**src/sv/refcounted_page_allocator_unit_defines.svh**
```systemverilog
// Assertion macros for the reference-counted page allocator.
// Used by the top level only; expects i_clk and i_rst_n in scope.
`ifndef REFCOUNTED_PAGE_ALLOCATOR_UNIT_DEFINES_SVH
`define REFCOUNTED_PAGE_ALLOCATOR_UNIT_DEFINES_SVH

// Same-cycle implication, disabled while reset is asserted.
`define RPA_ASSERT_IMP(lbl, ante, cons, msg) \
    lbl: assert property (@(posedge i_clk) disable iff (!i_rst_n) (ante) |-> (cons)) \
        else $error(msg);

// Next-cycle implication, disabled while reset is asserted.
`define RPA_ASSERT_NXT(lbl, ante, cons, msg) \
    lbl: assert property (@(posedge i_clk) disable iff (!i_rst_n) (ante) |=> (cons)) \
        else $error(msg);

`endif

```
**src/sv/rpa_pkg.sv**
```systemverilog
// Shared types and constants for the page allocator.
// No dependencies; imported by rpa_ctrl, rpa_dpath and the top level.
package rpa_pkg;

    localparam int NUM_PAGES   = 32768;
    localparam int COUNT_WIDTH = 8;
    localparam int PAGE_SHIFT  = 12;

    localparam int ADDR_W   = 32;
    localparam int CMD_W    = 2;
    localparam int STATUS_W = 3;
    localparam int SHARE_W  = 8;
    localparam int FIRST_W  = 20;
    localparam int LIMIT_W  = 21;

    localparam int PAGE_W  = ADDR_W - PAGE_SHIFT;
    localparam int OFF_W   = (NUM_PAGES > 1) ? $clog2(NUM_PAGES) : 1;
    localparam int DEPTH_W = $clog2(NUM_PAGES + 1);
    // range arithmetic width: holds page numbers, limit and first + NUM_PAGES
    localparam int CMP_W   = ((PAGE_W > LIMIT_W) ? PAGE_W : LIMIT_W) + 2;

    localparam int CFG_IDX_W  = 1;
    localparam int CFG_DATA_W = LIMIT_W;

    localparam logic [CFG_IDX_W-1:0] CFG_FIRST = CFG_IDX_W'(0);
    localparam logic [CFG_IDX_W-1:0] CFG_LIMIT = CFG_IDX_W'(1);

    localparam logic [FIRST_W-1:0] FIRST_RESET = FIRST_W'(524288);
    localparam logic [LIMIT_W-1:0] LIMIT_RESET = LIMIT_W'(557056);

    localparam logic [COUNT_WIDTH-1:0] COUNT_MAX = '1;

    typedef enum logic [CMD_W-1:0] {
        OP_INIT    = 2'd0,
        OP_ALLOC   = 2'd1,
        OP_SHARE   = 2'd2,
        OP_RELEASE = 2'd3
    } t_op;

    typedef enum logic [STATUS_W-1:0] {
        ST_OK       = 3'd0,
        ST_EMPTY    = 3'd1,
        ST_BADADDR  = 3'd2,
        ST_BADCOUNT = 3'd3,
        ST_BUSY     = 3'd4
    } t_status;

    // which result the datapath registers this cycle
    typedef enum logic [2:0] {
        RES_NONE,
        RES_INIT,
        RES_EMPTY,
        RES_BADADDR,
        RES_UPD
    } t_res;

    typedef struct packed {
        logic [CMD_W-1:0]  cmd;
        logic [ADDR_W-1:0] addr;
    } t_item_beat;

    typedef struct packed {
        logic [STATUS_W-1:0] status;
        logic [ADDR_W-1:0]   page_addr;
        logic [SHARE_W-1:0]  share_count;
        logic                page_freed;
    } t_result_beat;

    typedef struct packed {
        logic load_item;
        logic start_init;
        logic init_step;
        logic clr_step;
        logic pop;
        logic cnt_rd_item;
        logic cnt_rd_stack;
        t_res res_sel;
    } t_dp_cmd;

    typedef struct packed {
        t_op  op;
        logic addr_ok;
        logic depth_zero;
        logic span_empty;
        logic init_last;
        logic clr_last;
    } t_dp_stat;

endpackage

```
**src/sv/rpa_ctrl.sv**
```systemverilog
// Command sequencer of the page allocator.
// Depends on rpa_pkg; drives rpa_dpath through t_dp_cmd.
module rpa_ctrl
    import rpa_pkg::*;
(
    input  logic     i_clk,
    input  logic     i_rst_n,
    input  logic     i_start,
    input  t_dp_stat i_stat,
    output t_dp_cmd  o_cmd,
    output logic     o_busy
);

    typedef enum logic [2:0] {
        S_CLEAR,
        S_IDLE,
        S_EXEC,
        S_INIT,
        S_ASTK,
        S_UPD
    } t_state;

    t_state  r_state, n_state;
    logic    r_busy;
    t_dp_cmd v_cmd;

    always_comb begin
        n_state            = r_state;
        v_cmd.load_item    = 1'b0;
        v_cmd.start_init   = 1'b0;
        v_cmd.init_step    = 1'b0;
        v_cmd.clr_step     = 1'b0;
        v_cmd.pop          = 1'b0;
        v_cmd.cnt_rd_item  = 1'b0;
        v_cmd.cnt_rd_stack = 1'b0;
        v_cmd.res_sel      = RES_NONE;
        case (r_state)
            S_CLEAR: begin
                v_cmd.clr_step = 1'b1;
                if (i_stat.clr_last) begin
                    n_state = S_IDLE;
                end
            end
            S_IDLE: begin
                if (i_start) begin
                    v_cmd.load_item = 1'b1;
                    n_state         = S_EXEC;
                end
            end
            S_EXEC: begin
                case (i_stat.op)
                    OP_INIT: begin
                        v_cmd.start_init = 1'b1;
                        if (i_stat.span_empty) begin
                            v_cmd.res_sel = RES_INIT;
                            n_state       = S_IDLE;
                        end else begin
                            n_state = S_INIT;
                        end
                    end
                    OP_ALLOC: begin
                        if (i_stat.depth_zero) begin
                            v_cmd.res_sel = RES_EMPTY;
                            n_state       = S_IDLE;
                        end else begin
                            v_cmd.pop = 1'b1;
                            n_state   = S_ASTK;
                        end
                    end
                    OP_SHARE, OP_RELEASE: begin
                        if (!i_stat.addr_ok) begin
                            v_cmd.res_sel = RES_BADADDR;
                            n_state       = S_IDLE;
                        end else begin
                            v_cmd.cnt_rd_item = 1'b1;
                            n_state           = S_UPD;
                        end
                    end
                    default: begin
                        n_state = S_IDLE;
                    end
                endcase
            end
            S_INIT: begin
                v_cmd.init_step = 1'b1;
                if (i_stat.init_last) begin
                    v_cmd.res_sel = RES_INIT;
                    n_state       = S_IDLE;
                end
            end
            S_ASTK: begin
                v_cmd.cnt_rd_stack = 1'b1;
                n_state            = S_UPD;
            end
            S_UPD: begin
                v_cmd.res_sel = RES_UPD;
                n_state       = S_IDLE;
            end
            default: begin
                n_state = S_IDLE;
            end
        endcase
    end

    always_ff @(posedge i_clk) begin
        if (!i_rst_n) begin
            r_state <= S_CLEAR;
            r_busy  <= 1'b1;
        end else begin
            r_state <= n_state;
            r_busy  <= (n_state != S_IDLE);
        end
    end

    assign o_cmd  = v_cmd;
    assign o_busy = r_busy;

endmodule

```
**config.mk**
```make
export PLATFORM = sky130hd
export DESIGN_NAME = rpa_ctrl
export DESIGN_NICKNAME = d
export VERILOG_FILES = /design/src/sv/refcounted_page_allocator_unit_defines.svh /design/src/sv/rpa_pkg.sv /design/src/sv/rpa_ctrl.sv
export SDC_FILE = /design/constraint.sdc
export NUM_CORES = 1
export LEC_CHECK = 0
export BUFFER_PORTS_ARGS = -buffer_cell sky130_fd_sc_hd__buf_2
export CAP_MARGIN = 20
export CORE_AREA = 2 2 39 41
export CTS_BUF_LIST = sky130_fd_sc_hd__clkbuf_4 sky130_fd_sc_hd__clkbuf_8 sky130_fd_sc_hd__clkbuf_16
export CTS_CLUSTER_DIAMETER = 50
export DETAILED_ROUTE_END_ITERATION = 6
export DIE_AREA = 0 0 41 43
export SYNTH_ARGS = -nofsm -noshare
export SYNTH_HDL_FRONTEND = slang
export SYNTH_SLANG_ARGS = --single-unit
export TNS_END_PERCENT = 50
```
**constraint.sdc**
```tcl
create_clock -name i_clk -period 3.7 [get_ports i_clk]
set_clock_uncertainty 0.05 [all_clocks]
set_input_delay 0.74 -clock i_clk [delete_from_list [all_inputs] [get_ports i_clk]]
set_output_delay 0.74 -clock i_clk [all_outputs]
set_load 0.1 [all_outputs]
```
==> reports/metrics.sh <==
RUN_STATUS='complete, no violations'
DIE-AREA_MM2=0.00176
STD_CELL_ROWS=14
DETAILROUTE.VIA_COUNT=366
GRT_SETUP_UNREPAIRED='no'
WORSTPATHARRIVAL_NS=1.82
DRIVE_GT1_SHARE_PCT=45.9
HPWLAFTERDP_UM=579
CTS_H_TREE_LVLS=1
P_PER_AREA_mW_PER_MM2=371
ANTENNA_VIOLATIONS_BEFORE_REPAIR=0
DESIGN.PORTCOUNT=21
SYNTH.YOSYS.SEQ_AREA_SHARE_PCT=24.9
CTS-ROOT-BUF='sky130_fd_sc_hd__clkbuf_4'
YOSYS_WARNINGS=0
VDD.IR_DROP.WORST_uV=85.9
STARTPOINT_CLASS='flop'
TRITONCTS_CLOCK_TREE='done'
AREA_GROWTH_SYN_TO_LAYOUT_PCT=37.4
COREAREA_MM2=0.00138
CTS.SINKS=4
SYNTHESIS.AREA_UM2=322
NUMBER_OF_ANTENNA_VIOLATING_NETS_IN_THE_ROUTED_DESIGN=0
MOST-COMMON-LAYOUT-CELLS='sky130_fd_sc_hd__buf_2 (20), sky130_fd_sc_hd__nor3_1 (4), sky130_fd_sc_hd__dfxtp_1 (4)'
POWER.NET_SWITCHING_uW=66.1
FIRST_GLOBAL_VIAS=294
GRT_PASS1_WL_UM=1100
WL_PER_CELL_UM=9.90
CRITICAL_PATH_REQUIRED_NS=2.91
YS_TYPES=26
HOLD_BUFFERS=0
END_KIND='output port'
CHIPHEIGHT_UM=43
WHS_PATH_CELLS=1
HOLD_PATH_CLASS='reg -> reg'
CELLINTERNALPOWER_uW=97.7
DRT_PASS_1_ITERS=4
DIE_WIDTH_UM=41
POSTSYNTHCELLCOUNT=41
TRITONCTS.NUM_BUFFERS=3
ROUTED_WIRELENGTH_UM=762
SEQ_POWER_SHARE_PCT=30.6
DETAIL_ROUTE.ITER0.VIOLATIONS=4
FF2FF_PATH_DEPTH=4
PORT_BUFFERS=20
ROUTED_VIA_DENSITY=4.75
MAX_FREQ_MHz=384
DESIGN_POWER_TOTAL_uW=164
FINAL.PERIOD_UTILIZATION_PCT=70.4
DRC_ERRORS=0
CLKTRANSATPATHREGS_NS=0.04
GRT_START_MAX_NET_PINS=11
MAX-CAP-VIOLATIONS=0
TIMING.SETUP.CRITICAL_PATH_CLASS='reg -> out'
FIN_WS_NS=1.09
NUM_ANTENNA_CELLS=0
CLOCK_LATENCY_NS=0.24
TIMING.SETUP.TNS_NS=0
EFFECTIVE_UTILIZATION_AT_FLOORPLAN_PCT=23.2
LAYOUT.CORE_UTILIZATION_PCT=31.9
DESIGN.FINAL.NETS=73
CLOCKBUFFERDEPTH=2
FINAL-HOLD-VIOLATION-COUNT=0
SYN_AVG_CELL_AREA_UM2=7.84
MAX_SLEW_MARGIN_PCT=67.6
POST_CTS_SETUP_REPAIR_BUFFER_COUNT=0
SLEW_VIOL_FINAL=0
FF_LATCH_COUNT_SYNTH=4
GPL.FINAL_WEIGHTED_CONGESTION=0.794
CP_MAX_FO=8
TIGHTEST_SLEW_NS=0.490
SYN-NUM-NETS=51
LAYOUT_COMMONEST_CELL='sky130_fd_sc_hd__buf_2'
GLOBAL_ROUTE.USAGE.TOTAL_PCT=9.52
FILLERINSTANCES=154
FIN_CRIT_NS=2.61
SETUP_VIOL=0
POWER.LEAKAGE_nW=0.215
PWR-SHARE-CLK_PCT=33.2
DETAILEDPLACE.WORSTSLACK_NS=1.17
CTS_RESIZED=0
SWSHARE_PCT=40.4
COMB_POWER_SHARE_PCT=36.3
GRT_OVERFLOW=0
-- area by class of cell --
| class | instances | area, um2 | share of cell area, % |
|---|---|---|---|
| clock buffer | 3 | 22.5 | 5.10 |
| multi-input combinational | 32 | 211 | 47.9 |
| tap | 16 | 20.0 | 4.53 |
| timing repair buffer | 20 | 100 | 22.7 |
| inverter | 2 | 7.51 | 1.70 |
| sequential | 4 | 80.1 | 18.1 |
-- flip-flops by register name, summed over array words and instances (netlist names) --
signal	flops
o_busy	1
r_state	3
-- cell families (layout without fill, tap and decap cells) --
group           count (synthesis)  after routing  synth area share, %
buf+inv                         5             25                 10.9
xor+xnor                        1              1                 2.72
compound gates                  8              8                 16.7
flops                           4              4                 24.9
simple gates                   23             23                 44.8
-- metrics by stage --
step / hold WS [ns] / cell area, um2 / std cells
2_1_floorplan: 0.558 / 327 / 41
3_3_place_gp: 0.661 / 419 / 74
3_5_place_dp: 0.673 / 419 / 74
4_1_cts: 0.675 / 442 / 77
5_1_grt: 0.701 / 442 / 77
6_report: 0.676 / 442 / 77
-- worst max-delay path, stage by stage, from the launching register on --
cell	delay [ns]
sky130_fd_sc_hd__dfxtp_1	0.47
sky130_fd_sc_hd__or3b_4	0.46
sky130_fd_sc_hd__nand2b_1	0.17
sky130_fd_sc_hd__inv_1	0.06
sky130_fd_sc_hd__buf_2	0.41
-- metal layers --
layer	track usage [%]	up-vias	share of wire (%)
li1	-	186	-
met1	11.5	161	43
met2	12.8	17	49
met3	0	2	7.3
met4	12.0	0	1.0
met5	0	-	0
-- power by group through the flow --
stage	Sequential, mW	Combinational (mW)	Clock (mW)
floorplan	0.0563	0.0427	0
finish	0.0501	0.0594	0.0543
global placement	0.0507	0.0595	0
CTS	0.0502	0.0595	0.0567
detailed placement	0.0509	0.0595	0
global route	0.0507	0.0631	0.0566
-- final timing paths --
| path | from | endpoint | slack [ns] |
|---|---|---|---|
| setup / recovery | r_state[1] | o_cmd[5] | 1.09 |
| hold / removal | r_state[1] | r_state[0] | 0.68 |
| setup reg to reg | r_state[1] | r_state[1] | 2.01 |
| hold reg to reg | r_state[1] | r_state[0] | 0.68 |
-- cell usage after synthesis --
cell	number	area (um2)
sky130_fd_sc_hd__nor3_1	4	20.0
sky130_fd_sc_hd__o21a_1	1	7.51
sky130_fd_sc_hd__clkbuf_2	1	5.00
sky130_fd_sc_hd__o21ai_1	1	5.00
sky130_fd_sc_hd__or3b_1	1	8.76
sky130_fd_sc_hd__inv_2	1	3.75
sky130_fd_sc_hd__and3_2	1	7.51
sky130_fd_sc_hd__inv_1	1	3.75
sky130_fd_sc_hd__o311a_1	1	10.0
sky130_fd_sc_hd__a21oi_1	2	10.0
sky130_fd_sc_hd__nor2_1	2	7.51
sky130_fd_sc_hd__nand3b_1	1	7.51
sky130_fd_sc_hd__or2b_2	1	8.76
sky130_fd_sc_hd__xnor2_1	1	8.76
sky130_fd_sc_hd__a221oi_1	1	8.76
sky130_fd_sc_hd__nand2_1	3	11.3
sky130_fd_sc_hd__nor2b_1	1	6.26
sky130_fd_sc_hd__a21boi_0	1	7.51
sky130_fd_sc_hd__buf_6	2	22.5
sky130_fd_sc_hd__nor3b_1	3	22.5
sky130_fd_sc_hd__o21ai_0	1	5.00
sky130_fd_sc_hd__nand2b_1	2	12.5
sky130_fd_sc_hd__dfxtp_1	4	80.1
sky130_fd_sc_hd__and2_1	2	12.5
sky130_fd_sc_hd__or3b_4	1	11.3
sky130_fd_sc_hd__or4_1	1	7.51
Note: power is estimated with default switching activity, not from simulation.
